$ cat config.mk
export PLATFORM = sky130hd
export DESIGN_NAME = sliding_window_peak_detector_flat
export DESIGN_NICKNAME = d
export VERILOG_FILES = /design/src/rtl/swpd_pkg.sv /design/src/rtl/swpd_sample_if.sv /design/src/rtl/swpd_peak_if.sv /design/src/rtl/swpd_cfg_if.sv /design/src/rtl/sliding_window_peak_detector.sv /design/src/rtl/swpd_window.sv /design/src/rtl/swpd_out_stage.sv /design/src/flat_wrapper.sv
export SDC_FILE = /design/constraint.sdc
export NUM_CORES = 1
export LEC_CHECK = 0
export ABC_AREA = 1
export BUFFER_PORTS_ARGS = -buffer_cell sky130_fd_sc_hd__buf_2
export CAP_MARGIN = 20
export CORE_MARGIN = 4
export CORE_UTILIZATION = 27
export CTS_BUF_LIST = sky130_fd_sc_hd__clkbuf_4 sky130_fd_sc_hd__clkbuf_8 sky130_fd_sc_hd__clkbuf_16
export DETAILED_ROUTE_END_ITERATION = 8
export SYNTH_ARGS = -nofsm -noshare
export SYNTH_HDL_FRONTEND = slang
export SYNTH_HIERARCHICAL = 1
export SYNTH_SLANG_ARGS = --single-unit
export TNS_END_PERCENT = 100
$ cat constraint.sdc
create_clock -name clk -period 11.1 [get_ports clk]
set_input_delay 2.22 -clock clk [delete_from_list [all_inputs] [get_ports clk]]
set_output_delay 2.22 -clock clk [all_outputs]
set_load 0.03 [all_outputs]
$ cat src/rtl/swpd_pkg.sv
// ----------------------------------------------------------------------------
// swpd_pkg
// Widths, window geometry and shared types of the sliding window peak detector.
// ----------------------------------------------------------------------------
package swpd_pkg;

    localparam int WINDOW_SIZE     = 11;
    localparam int CENTRE_POSITION = 5;
    localparam int SAMPLE_WIDTH    = 16;
    localparam int INDEX_WIDTH     = 16;
    localparam int DELAY_DEPTH     = CENTRE_POSITION + 1;
    localparam int CNT_WIDTH       = 16;

    localparam logic [CNT_WIDTH-1:0] FRAME_LENGTH_RESET = CNT_WIDTH'(4096);

    typedef logic signed [SAMPLE_WIDTH-1:0] swpd_sample_t;
    typedef logic [INDEX_WIDTH-1:0]         swpd_index_t;
    typedef logic [CNT_WIDTH-1:0]           swpd_count_t;

    typedef struct packed {
        logic        hit;
        swpd_index_t index;
    } swpd_stage_t;

endpackage

$ cat src/rtl/swpd_sample_if.sv
// ----------------------------------------------------------------------------
// swpd_sample_if
// Sample request channel: correlation and threshold samples.
// ----------------------------------------------------------------------------
interface swpd_sample_if
    import swpd_pkg::*;
();
    logic         valid;
    logic         ready;
    swpd_sample_t corr_sample;
    swpd_sample_t threshold_sample;

    modport source (output valid, output corr_sample, output threshold_sample, input ready);
    modport sink   (input valid, input corr_sample, input threshold_sample, output ready);
endinterface

$ cat src/rtl/swpd_peak_if.sv
// ----------------------------------------------------------------------------
// swpd_peak_if
// Result channel: frame position of each detected peak.
// ----------------------------------------------------------------------------
interface swpd_peak_if
    import swpd_pkg::*;
();
    logic        valid;
    logic        ready;
    swpd_index_t peak_index;

    modport source (output valid, output peak_index, input ready);
    modport sink   (input valid, input peak_index, output ready);
endinterface

$ cat src/rtl/swpd_cfg_if.sv
// ----------------------------------------------------------------------------
// swpd_cfg_if
// Configuration write channel carrying the frame length.
// ----------------------------------------------------------------------------
interface swpd_cfg_if
    import swpd_pkg::*;
();
    logic        valid;
    logic        ready;
    swpd_count_t frame_length;

    modport source (output valid, output frame_length, input ready);
    modport sink   (input valid, input frame_length, output ready);
endinterface

$ cat src/rtl/sliding_window_peak_detector.sv
// ----------------------------------------------------------------------------
// sliding_window_peak_detector
// Local-maximum peak detector over a sliding sample window, per frame.
//
//   channel    dir   handshake      payload
//   sample_in  in    valid/ready    corr_sample, threshold_sample
//   peak_out   out   valid/ready    peak_index
//   cfg        in    valid/ready    frame_length
//
// One sample request per cycle while sample_in.ready is high; a peak leaves from the result register.
// Window register stage, then result register; the peak test sits between.
// Reset clears the frame counter and both valid flags; frame_length is 4096.
// sample_in.ready falls only while a peak waits in a held result register.
// cfg.ready is always high.
// ----------------------------------------------------------------------------
module sliding_window_peak_detector
    import swpd_pkg::*;
(
    input  logic        clk,
    input  logic        rst_n,
    swpd_sample_if.sink sample_in,
    swpd_peak_if.source peak_out,
    swpd_cfg_if.sink    cfg
);

    swpd_count_t       frame_length_reg;
    swpd_count_t       count_reg;
    swpd_count_t       count_next;
    logic [CNT_WIDTH:0] count_inc;
    logic              advance;
    logic              push;
    swpd_stage_t       stage;

    assign cfg.ready       = 1'b1;
    assign sample_in.ready = advance;
    assign push            = sample_in.valid && advance;
    assign count_inc       = {1'b0, count_reg} + (CNT_WIDTH+1)'(1);

    always_comb
    begin
        count_next = count_reg;
        if (push)
        begin
            if (count_inc >= {1'b0, frame_length_reg})
            begin
                count_next = '0;
            end
            else
            begin
                count_next = count_inc[CNT_WIDTH-1:0];
            end
        end
    end

    always_ff @(posedge clk or negedge rst_n)
    begin
        if (!rst_n)
        begin
            count_reg        <= '0;
            frame_length_reg <= FRAME_LENGTH_RESET;
        end
        else
        begin
            count_reg <= count_next;
            if (cfg.valid)
            begin
                frame_length_reg <= cfg.frame_length;
            end
        end
    end

    swpd_window u_window (
        .clk              (clk),
        .rst_n            (rst_n),
        .push             (push),
        .advance          (advance),
        .corr_sample      (sample_in.corr_sample),
        .threshold_sample (sample_in.threshold_sample),
        .pos              (count_reg),
        .stage            (stage)
    );

    swpd_out_stage u_out_stage (
        .clk      (clk),
        .rst_n    (rst_n),
        .stage    (stage),
        .advance  (advance),
        .peak_out (peak_out)
    );

endmodule

$ cat src/rtl/swpd_window.sv
// ----------------------------------------------------------------------------
// swpd_window
// Sample window and threshold delay line with the centre peak test.
// ----------------------------------------------------------------------------
module swpd_window
    import swpd_pkg::*;
(
    input  logic         clk,
    input  logic         rst_n,
    input  logic         push,
    input  logic         advance,
    input  swpd_sample_t corr_sample,
    input  swpd_sample_t threshold_sample,
    input  swpd_count_t  pos,
    output swpd_stage_t  stage
);

    swpd_sample_t win_reg [WINDOW_SIZE];
    swpd_sample_t thr_reg [DELAY_DEPTH];
    logic         full_reg;
    swpd_index_t  index_reg;
    logic         valid_reg;
    logic         valid_next;
    logic         peak;
    swpd_sample_t centre;

    always_ff @(posedge clk)
    begin
        if (push)
        begin
            win_reg[0] <= corr_sample;
            for (int k = 1; k < WINDOW_SIZE; k++)
            begin
                win_reg[k] <= win_reg[k-1];
            end
            thr_reg[0] <= threshold_sample;
            for (int k = 1; k < DELAY_DEPTH; k++)
            begin
                thr_reg[k] <= thr_reg[k-1];
            end
            full_reg  <= (pos >= CNT_WIDTH'(WINDOW_SIZE - 1));
            index_reg <= INDEX_WIDTH'(pos - CNT_WIDTH'(CENTRE_POSITION));
        end
    end

    always_comb
    begin
        if (push)
        begin
            valid_next = 1'b1;
        end
        else if (advance)
        begin
            valid_next = 1'b0;
        end
        else
        begin
            valid_next = valid_reg;
        end
    end

    always_ff @(posedge clk or negedge rst_n)
    begin
        if (!rst_n)
        begin
            valid_reg <= 1'b0;
        end
        else
        begin
            valid_reg <= valid_next;
        end
    end

    always_comb
    begin
        centre = win_reg[CENTRE_POSITION];
        peak   = valid_reg && full_reg && (centre > thr_reg[CENTRE_POSITION]);
        for (int k = 0; k < WINDOW_SIZE; k++)
        begin
            if (k != CENTRE_POSITION && win_reg[k] > centre)
            begin
                peak = 1'b0;
            end
        end
    end

    assign stage.hit   = peak;
    assign stage.index = index_reg;

endmodule

$ cat src/rtl/swpd_out_stage.sv
// ----------------------------------------------------------------------------
// swpd_out_stage
// Result register and stall control towards the result channel.
// ----------------------------------------------------------------------------
module swpd_out_stage
    import swpd_pkg::*;
(
    input  logic               clk,
    input  logic               rst_n,
    input  swpd_stage_t        stage,
    output logic               advance,
    swpd_peak_if.source        peak_out
);

    logic        valid_reg;
    logic        valid_next;
    swpd_index_t index_reg;
    logic        load;

    assign advance = !(stage.hit && valid_reg && !peak_out.ready);
    assign load    = stage.hit && advance;

    always_comb
    begin
        if (load)
        begin
            valid_next = 1'b1;
        end
        else if (peak_out.ready)
        begin
            valid_next = 1'b0;
        end
        else
        begin
            valid_next = valid_reg;
        end
    end

    always_ff @(posedge clk or negedge rst_n)
    begin
        if (!rst_n)
        begin
            valid_reg <= 1'b0;
        end
        else
        begin
            valid_reg <= valid_next;
        end
    end

    always_ff @(posedge clk)
    begin
        if (load)
        begin
            index_reg <= stage.index;
        end
    end

    assign peak_out.valid      = valid_reg;
    assign peak_out.peak_index = index_reg;

endmodule

$ cat src/flat_wrapper.sv
// flat-port wrapper written by rule: the top's interface ports become plain ports
module sliding_window_peak_detector_flat import swpd_pkg::*;
  (clk, rst_n, sample_in_valid, sample_in_corr_sample, sample_in_threshold_sample, sample_in_ready, peak_out_valid, peak_out_peak_index, peak_out_ready, cfg_valid, cfg_frame_length, cfg_ready);
  swpd_sample_if sample_in_i ();
  swpd_peak_if peak_out_i ();
  swpd_cfg_if cfg_i ();
  input  logic clk;
  input  logic rst_n;
  input wire logic [$bits(sample_in_i.valid)-1:0] sample_in_valid;
  input wire logic [$bits(sample_in_i.corr_sample)-1:0] sample_in_corr_sample;
  input wire logic [$bits(sample_in_i.threshold_sample)-1:0] sample_in_threshold_sample;
  output wire logic [$bits(sample_in_i.ready)-1:0] sample_in_ready;
  output wire logic [$bits(peak_out_i.valid)-1:0] peak_out_valid;
  output wire logic [$bits(peak_out_i.peak_index)-1:0] peak_out_peak_index;
  input wire logic [$bits(peak_out_i.ready)-1:0] peak_out_ready;
  input wire logic [$bits(cfg_i.valid)-1:0] cfg_valid;
  input wire logic [$bits(cfg_i.frame_length)-1:0] cfg_frame_length;
  output wire logic [$bits(cfg_i.ready)-1:0] cfg_ready;
  assign sample_in_i.valid = sample_in_valid;
  assign sample_in_i.corr_sample = sample_in_corr_sample;
  assign sample_in_i.threshold_sample = sample_in_threshold_sample;
  assign sample_in_ready = sample_in_i.ready;
  assign peak_out_valid = peak_out_i.valid;
  assign peak_out_peak_index = peak_out_i.peak_index;
  assign peak_out_i.ready = peak_out_ready;
  assign cfg_i.valid = cfg_valid;
  assign cfg_i.frame_length = cfg_frame_length;
  assign cfg_ready = cfg_i.ready;
  sliding_window_peak_detector u_core (.clk(clk), .rst_n(rst_n), .sample_in(sample_in_i), .peak_out(peak_out_i), .cfg(cfg_i));
endmodule
==> results_dict.tcl, run 1 <==
set metrics [dict create \
    yosys.area.top_type_share_pct 56.2 \
    finalHoldViolations 0 \
    row_count 89 \
    rsz0062_at_grt "false" \
    yosysUniqueCellTypes 41 \
    grt_usage_pct 9.58 \
    clk_pin_slew_ns 0.06 \
    grt_max_degree 127 \
    cp_max_fo 10 \
    num_vias 9932 \
    finalWorstSetupSlack_ns 5.67 \
    post_cts_resized 0 \
    synth_fp_nets 1631 \
    layout-drive-gt1-share_pct 10.7 \
    port_buffers 70 \
    syn_area_per_cell_sq_um 11.8 \
    finalCritPeriodShare_pct 48.9 \
    post-route-min-period_ns 5.43 \
    core_sq_um 59400 \
    cpMostUsedCell "nand2_1" \
    tns_ns 0 \
    avgRoutedWirePerCell_microns 13.5 \
    clock_skew_ns 0.0219 \
    crit_path_max_incr_delay_ns 0.42 \
    drcViolationCount 0 \
    dp_hpwl_mm 22.3 \
    synth_ff_type "edfxtp_1" \
    ir_drop_v 0.000123 \
    worstHoldPathType "reg2reg" \
    critPathCaptureType "primary output" \
    power_leakage_nw 8.27 \
    critical_path_class "reg2out" \
    outcome "finished, final reports clean" \
    largest_reg_flops 176 \
    holdWs_ns 0.413 \
    cts-hold-fix-buffers 0 \
    cp.arrival_ns 3.21 \
    synth-seq-cells 339 \
    seq_area_frac_synth_pct 61.4 \
    routed_via_density 4.35 \
    drt_wl_total_mm 30.9 \
    nets 1733 \
    cts_buffers 37 \
    fin_util_pct 31.6 \
    drv_cap 0 \
    path_delay_family "simple AND/OR/NAND/NOR gates" \
    clk_path_buf_depth 3 \
    post-cts-setup-buffer-count 0 \
    grt_pass1_vias 10200 \
    dieArea_sq_um 64400 \
    drt_first_iter_violations 548 \
    start_kind "flop" \
    first_pass_iters 5 \
    pre_cts_ws_ns 5.50 \
    die_height_microns 254 \
    synth_warnings 6 \
    synth_edf_count 305 \
    critPathRequiredTime_ns 8.88 \
    worstSkewPairLatency_ns 0.52 \
    power_density_nw_per_um2 169 \
    yosysTopAreaCell "edfxtp_1" \
    start_util_pct 27.5 \
    timing.fmax_mhz 184 \
    num_antenna_cells 0 \
    critPathBufInv 2 \
    overflow 0 \
    ant_nets 0 \
    antenna_found_initial 0 \
    synth.area.top_cells "edfxtp_1 56%, ha_1 15%, nand2_1 7.0%" \
    relSlewSlack_pct 28.8 \
    fp.dieW_microns 254 \
    setup_violations 0 \
    syn2layout_area_growth_pct 15.2 \
    worstMarginPinSlew_ns 1.07 \
    place.gp.congestion 0.832 \
    netlist_area_sq_um 16300 \
    cts_sinks 339 \
    grt_first_pass_wirelength_mm 50.2 \
    drv_slew 0 \
    async_flop_share_pct 10.0 \
    path_cells "inv_1 -> ha_1 -> a21o_1 -> nor2_1 -> nand2_1 -> nand2_1 -> nand2_1 -> nand2_1 -> nand2_1 -> nand2_1 -> nand2_1 -> nor2_2 -> nand2_1 -> nor2_2 -> nand3_1 -> buf_2" \
    cts_root_buffer "clkbuf_16" \
    tritoncts "done" \
    io_pins 72 \
    synthCells 1383 \
    htree_levels 2 \
    crit_slowest_cell "edfxtp_1" \
]
==> kinds of logic after synthesis <==
group | synth area share, %
AO/OA/AOI/OAI | 4.31
XOR/XNOR | 0.967
adder cells (fa/ha/maj) | 15.0
buffers and inverters | 4.52
flip-flops | 61.4
multiplexers | 0.0691
other | 0.0230
AND/OR/NAND/NOR | 13.7
==> layout make-up <==
type / instances / area (sq um)
clock buffers: 48 / 1020
clock inverters: 15 / 154
fillers: 5888 / 40600
inverters: 176 / 668
multi-input cells: 857 / 5550
flip-flops and latches: 339 / 10000
well taps: 773 / 967
repair buffers: 74 / 404
==> cells in the mapped netlist, types with 3 or more instances <==
| library cell | instances |
|---|---|
| a21oi_1 | 68 |
| o21ai_0 | 27 |
| nor2_2 | 6 |
| nor2_1 | 99 |
| nand2_1 | 305 |
| edfxtp_1 | 305 |
| buf_4 | 3 |
| dfrtp_1 | 33 |
| clkbuf_1 | 6 |
| xor2_1 | 10 |
| xnor2_1 | 8 |
| ha_1 | 195 |
| o21ai_1 | 3 |
| nor3_1 | 7 |
| a21o_1 | 6 |
| nand2_2 | 4 |
| nand3_1 | 50 |
| inv_1 | 173 |
| o21a_1 | 6 |
| o21bai_1 | 11 |
| nand4_1 | 33 |
==> path summary, 6_finish.rpt <==
check                                                                  to  slack [ns]  cells past startpoint                          start
worst max-delay path                                      sample_in_ready        5.67                     16  u_core/u_window/win_reg[5][7]
worst min-delay path            u_core/u_out_stage/peak_out.peak_index[2]        0.41                      0   u_core/u_window/index_reg[2]
min in group asynchronous                     u_core/frame_length_reg[14]        1.79                      1                          rst_n
worst max register to register              u_core/u_window/thr_reg[0][9]        6.26                     19  u_core/u_window/win_reg[5][9]
max in group asynchronous                       u_core/u_window/valid_reg        8.78                      1                          rst_n
worst min register to register  u_core/u_out_stage/peak_out.peak_index[2]        0.41                      0   u_core/u_window/index_reg[2]
==> power by group <==
group / total, mW / leakage, nW / internal (mW) / switching, mW
logic: 0.377 / 4.28 / 0.144 / 0.233
clock network: 1.19 / 0.593 / 0.718 / 0.476
registers: 1.60 / 3.41 / 1.53 / 0.0645
==> layer usage <==
layer  track usage (%)  vias to the layer above  part of all wire (%)
met5                 0                        -                     0
met2              17.4                      167                    50
met4              2.41                        0                   1.6
li1                  -                     4979                     -
met3              1.64                       35                   3.9
met1              11.8                     4751                    44
==> placed cells by master (no fill, tap or decap), drive strengths merged <==
master / n
a31oi: 1
mux2: 1
ha: 195
nand3b: 2
dfrtp: 33
inv: 176
o21bai: 11
o21a: 6
nor3: 7
a21oi: 69
nand3: 52
edfxtp: 305
clkinvlp: 1
o31ai: 1
nor2: 109
conb: 1
clkinv: 11
xnor2: 8
bufinv: 3
or2: 1
xor2: 10
nor4: 1
dfstp: 1
nand2: 311
a21o: 6
o21ai: 31
clkbuf: 48
buf: 74
nand4: 34
==> through the flow <==
step	instances	area [sq um]	power (mW)
2_1_floorplan	1383	16300	1.89
3_3_place_gp	2217	17600	1.98
3_5_place_dp	2217	17600	2.00
4_1_cts	2280	18700	3.21
5_1_grt	2282	18800	3.34
6_report	2282	18800	3.17
Note: power is estimated with default switching activity, not from simulation.
==> inputs of run 2 (changes only) <==
- clock period: 11.1 -> 5.5 ns (I/O delays scaled with it)
==> run 2 against run 1 <==
Effect of this change:
- sequential cell count stayed put
- clock skew is 0.0029 ns lower
- utilization is 0.21 points higher
- critical path type unchanged
- design area is 0.67% higher
- die area stayed put
- via count is 0.86% higher
- highest routed layer unchanged
- count of clock-buffer cells in the layout is 6 lower
- largest power group unchanged
- routed wire length is 3.1% higher
- hold slack hardly changed
- power is 100% higher
- clock power is 110% higher
- critical path depth stayed put
==> results_dict.tcl, run 2 (synthesized netlist as in run 1, its figures left out) <==
set metrics [dict create \
    outcome "finished, final reports clean" \
    worstHoldPathType "reg2reg" \
    critPathRequiredTime_ns 4.40 \
    start_kind "flop" \
    largest_reg_flops 176 \
    critical_path_class "reg2out" \
    fin_util_pct 31.9 \
    timing.fmax_mhz 240 \
    start_util_pct 27.5 \
    fp.dieW_microns 254 \
    cts_buffers 37 \
    place.gp.congestion 0.800 \
    power_mw 6.47 \
    setup_violations 0 \
    dieArea_sq_um 64400 \
    worstSkewPairLatency_ns 0.52 \
    cts_sinks 339 \
    clock_skew_ns 0.0190 \
    nets 1737 \
    post_cts_resized 0 \
    worstMarginPinSlew_ns 0.778 \
    tritoncts "done" \
    post-route-min-period_ns 4.16 \
    first_pass_iters 5 \
    dp_hpwl_mm 23.1 \
    syn2layout_area_growth_pct 16.0 \
    finalCritPeriodShare_pct 75.7 \
    antenna_found_initial 1 \
    htree_levels 2 \
    die_height_microns 254 \
    num_antenna_cells 0 \
    num_vias 10000 \
    overflow 0 \
    drcViolationCount 0 \
    layout-drive-gt1-share_pct 11.9 \
    grt_max_degree 81 \
    holdWs_ns 0.413 \
    pre_cts_ws_ns 1.62 \
    ir_drop_v 0.000219 \
    critPathCaptureType "primary output" \
    clk_pin_slew_ns 0.06 \
    power_density_nw_per_um2 342 \
    cp.arrival_ns 3.06 \
    power_leakage_nw 8.29 \
    avgRoutedWirePerCell_microns 13.9 \
    relSlewSlack_pct 48.1 \
    final_common_cell "edfxtp_1" \
    grt_usage_pct 9.85 \
    finalWorstSetupSlack_ns 1.34 \
    cts-hold-fix-buffers 0 \
    ant_nets 0 \
    row_count 89 \
    io_pins 72 \
    drt_first_iter_violations 602 \
    core_sq_um 59400 \
    drv_cap 0 \
    post-cts-setup-buffer-count 0 \
    cts_root_buffer "clkbuf_16" \
    grt_first_pass_wirelength_mm 51.6 \
    routed_via_density 4.37 \
    port_buffers 70 \
    nFillCells 5872 \
    grt_pass1_vias 10300 \
    finalHoldViolations 0 \
    drv_slew 0 \
    tns_ns 0 \
    clk_path_buf_depth 3 \
    drt_wl_total_mm 31.8 \
    rsz0062_at_grt "false" \
    mostFrequentLayoutCells "305 x edfxtp_1, 304 x nand2_1, 193 x ha_1" \
    cp_max_fo 10 \
]
run 2: metrics by stage:
step	instances	cell area [sq um]
after floorplan	1383	16400
after global placement	2222	17700
after detailed placement	2222	17700
after CTS	2290	18900
after global routing	2291	18900
final	2291	18900
run 2: path summary, 6_finish.rpt:
path	from	end	slack (ns)	cells after the start
worst max register to register	u_core/u_window/win_reg[5][6]	u_core/u_window/win_reg[1][1]	1.65	18
worst min-delay path	u_core/u_window/thr_reg[3][8]	u_core/u_window/thr_reg[4][8]	0.41	0
worst max-delay path	u_core/u_window/win_reg[5][6]	sample_in_ready	1.34	16
max in group asynchronous	rst_n	u_core/u_out_stage/peak_out.valid	4.34	1
min in group asynchronous	rst_n	u_core/count_reg[14]	0.65	1
worst min register to register	u_core/u_window/thr_reg[3][8]	u_core/u_window/thr_reg[4][8]	0.41	0
run 2: area by class of cell:
type,instances,area (sq um),area share [%]
repair buffers,78,443,2.34
multi-input cells,857,5600,29.6
flip-flops and latches,339,10000,53.0
inverters,176,667,3.53
clock buffers,42,998,5.28
clock inverters,26,219,1.16
well taps,773,967,5.12
run 2: power by group:
group          switching, mW  internal (mW)
registers              0.134           3.10
clock network           1.00           1.46
logic                  0.481          0.296
run 2: metal layers:
| metal | vias up | global-route usage [%] | wire [microns] |
|---|---|---|---|
| met5 | - | 0 | 0 |
| li1 | 4998 | - | - |
| met3 | 48 | 1.88 | 1290 |
| met4 | 0 | 3.04 | 787 |
| met1 | 4797 | 12.4 | 14300 |
| met2 | 174 | 17.2 | 15500 |
run 2: worst max-delay path: stages, from the launching register on:
cell	delay [ns]
edfxtp_1	0.41
inv_1	0.33
ha_1	0.20
nand2_1	0.06
nor2_1	0.21
o21ai_0	0.16
nand3_1	0.13
nand2_1	0.08
nand2_1	0.07
nand2_1	0.05
nand3_1	0.06
nand2_1	0.07
nor2_2	0.11
nand2_1	0.08
nor2_2	0.19
nand3_4	0.11
buf_2	0.21
==> inputs of run 3 (changes only) <==
- ABC_AREA: 1 -> 0
- clock period: 5.5 -> 3.9 ns (I/O delays scaled with it)
==> run 3 against run 2 <==
Effect of this change:
- the run now ends with negative setup slack left
- utilization increased by 2.3 points
- sequential share of layout area down 1.4 points
- non-clock buffer count rose by 94
- clock power rose by 33%
- sequential cell count is the same
- hold slack worse by 0.069 ns
- critical path depth shrank 4
- combinational power increased by 57%
- register-to-register slack worse by 1.6 ns
- critical path type unchanged
- highest routed layer unchanged
==> results_dict.tcl, run 3 <==
set metrics [dict create \
    outcome "finished with violations" \
    violations "negative setup slack" \
    power_leakage_nw 7.60 \
    nets 1533 \
    first_pass_iters 4 \
    clk_pin_slew_ns 0.07 \
    synth_edf_count 305 \
    dieArea_sq_um 61700 \
    finalHoldViolations 0 \
    syn2layout_area_growth_pct 24.6 \
    worstMarginPinSlew_ns 0.817 \
    core_sq_um 56800 \
    num_vias 9444 \
    setup_violations 1 \
    port_buffers 70 \
    power_density_nw_per_um2 462 \
    grt_first_pass_wirelength_mm 51.0 \
    yosys-top-cells-count "305 x edfxtp_1, 195 x ha_1, 76 x nand2_1, 73 x inv_1, 65 x a21oi_1" \
    power_mw 8.97 \
    routed_via_density 4.57 \
    post-route-min-period_ns 4.25 \
    fin_util_pct 34.2 \
    synth-seq-cells 339 \
    drv_slew 0 \
    final_cells 2068 \
    post-synth-top-count-cell "edfxtp_1" \
    drt_wl_total_mm 32.5 \
    cts_buffers 35 \
    ant_nets 0 \
    critPathRequiredTime_ns 3.12 \
    finalWorstSetupSlack_ns -0.347 \
    io_pins 72 \
    mostFrequentLayoutCells "305 x edfxtp_1, 175 x ha_1, 82 x buf_4" \
    drt_first_iter_violations 531 \
    drcViolationCount 0 \
    yosysUniqueCellTypes 66 \
    p_sw_mw 2.25 \
    start_util_pct 27.4 \
    place.gp.congestion 0.848 \
    cts-hold-fix-buffers 0 \
    syn_area_per_cell_sq_um 14.3 \
    intPower_mw 6.72 \
    reg2reg_depth 17 \
    cts_root_buffer "clkbuf_16" \
    largest_reg_flops 176 \
    grt_usage_pct 10.4 \
    placed_cells 1940 \
    cp-startpoint "u_core/u_window/win_reg[5][5]" \
    synth_ff_type "edfxtp_1" \
    drv_cap 0 \
    seq_area_frac_synth_pct 64.2 \
    cts_sinks 339 \
    grt_max_degree 56 \
    switching_share_pct 25.1 \
    cp.arrival_ns 3.47 \
    clk_path_buf_depth 3 \
    htree_levels 2 \
    die_height_microns 248 \
    overflow 0 \
    critPathCaptureType "primary output" \
    cp_max_fo 3 \
    yosys.area.top_type_share_pct 58.7 \
    rsz0062_at_grt "true" \
    antenna_found_initial 0 \
    num_antenna_cells 0 \
    synth.area.top_cells "edfxtp_1 59%, ha_1 16%, dfrtp_1 5.3%" \
    timing.fmax_mhz 235 \
    clock_skew_ns 0.0330 \
    yosysTopAreaCell "edfxtp_1" \
    avgRoutedWirePerCell_microns 15.7 \
    synth_fp_nets 1335 \
    tritoncts "done" \
    grt_pass1_vias 9781 \
    ir_drop_v 0.000328 \
    netlist_area_sq_um 15600 \
    relSlewSlack_pct 45.5 \
    fp.dieW_microns 248 \
    final_common_cell "edfxtp_1" \
    clockPowerShare_pct 36.5 \
    combPwrFrac_pct 13.6 \
    synth_warnings 6 \
    dp_hpwl_mm 23.0 \
    finalCritPeriodShare_pct 109 \
    reg2reg_from "u_core/u_window/win_reg[5][9]" \
    async_flop_share_pct 10.0 \
    row_count 87 \
    synthCells 1087 \
    power_frac_seq_pct 49.9 \
    start_kind "flop" \
    layout-drive-gt1-share_pct 24.2 \
    critical_path_class "reg2out" \
    worstHoldPathType "in2async" \
    worstSkewPairLatency_ns 0.54 \
]
run 3: changes by cell type after synthesis, moves of 9 or more:
cell	before	now
o211ai_1	0	15
nand3_1	50	21
nand2b_1	0	9
nand4_1	33	44
a21o_1	6	19
nand2_1	305	76
nor2_1	99	30
nor2b_1	0	11
inv_1	173	73
nor4_1	1	12
run 3: cells by family (layout without fill, tap and decap cells):
logic type,count (synthesis),after routing,share of synthesized area [%]
flops,339,339,64.2
buf+inv,85,310,2.22
fa+ha+maj,195,195,15.6
other cells,1,1,0.0241
mux,3,3,0.217
simple gates,243,243,8.11
compound gates,194,194,8.05
xor+xnor,27,27,1.52
run 3: layout make-up:
class / count / area [sq um]
Clock buffer: 41 / 938
Tap cell: 756 / 946
Fill cell: 5511 / 37400
Sequential cell: 339 / 10000
Clock inverter: 23 / 188
Multi-Input combinational cell: 663 / 5720
Inverter: 74 / 334
Timing Repair Buffer: 172 / 1290
run 3: repair_timing:
action,4_1_cts,5_1_grt
gates cloned,0,0
setup endpoints to repair,275,306
pin swaps,8,32
buffers inserted,37,28
resized for setup,38,60
run 3: worst paths after layout:
kind	to	slack, ns
hold reg to reg	u_core/u_window/thr_reg[5][4]	0.40
min in group clk	u_core/u_window/thr_reg[5][4]	0.40
hold / removal	u_core/frame_length_reg[4]	0.34
max in group asynchronous	u_core/count_reg[15]	3.04
setup / recovery	sample_in_ready	-0.35
setup reg to reg	u_core/count_reg[6]	0.06
run 3: per-layer routing:
metal  vias to the layer above  global-route usage, %  routed length, microns
li1                       4601                      -                       -
met1                      4664                   12.4                   13700
met2                       124                   19.1                   16900
met3                        55                   1.60                     945
met4                         0                   3.35                     975
met5                         -                      0                       0
run 3: power groups by stage:
stage / sequential [mW] / combinational (mW) / clock [mW]
2_1_floorplan: 4.50 / 0.760 / 0
3_3_place_gp: 4.54 / 1.06 / 0
3_5_place_dp: 4.55 / 1.09 / 0
4_1_cts: 4.47 / 1.16 / 3.38
5_1_grt: 4.51 / 1.38 / 3.53
6_report: 4.48 / 1.22 / 3.27
run 3: critical path, cell delays in order (launching register included):
cell	delay (ns)
edfxtp_1	0.42
clkinv_4	0.09
buf_12	0.14
buf_4	0.12
ha_1	0.30
a211oi_1	0.27
nor2_1	0.08
o31a_1	0.27
nor4_2	0.30
o311ai_2	0.17
nor4_4	0.40
nand3b_1	0.19
buf_6	0.18
run 3: metrics by stage:
stage	TNS [ns]	setup WS, ns	hold WS [ns]	instance area (sq um)
after global routing	-9.25	-0.596	0.373	19400
after floorplan	-0.00528	-0.00528	0.400	15700
after detailed placement	-2.60	-0.0301	0.405	17200
after global placement	-0.603	-0.0120	0.403	17200
final	-0.347	-0.347	0.344	19400
after CTS	-0.412	-0.412	0.344	18800
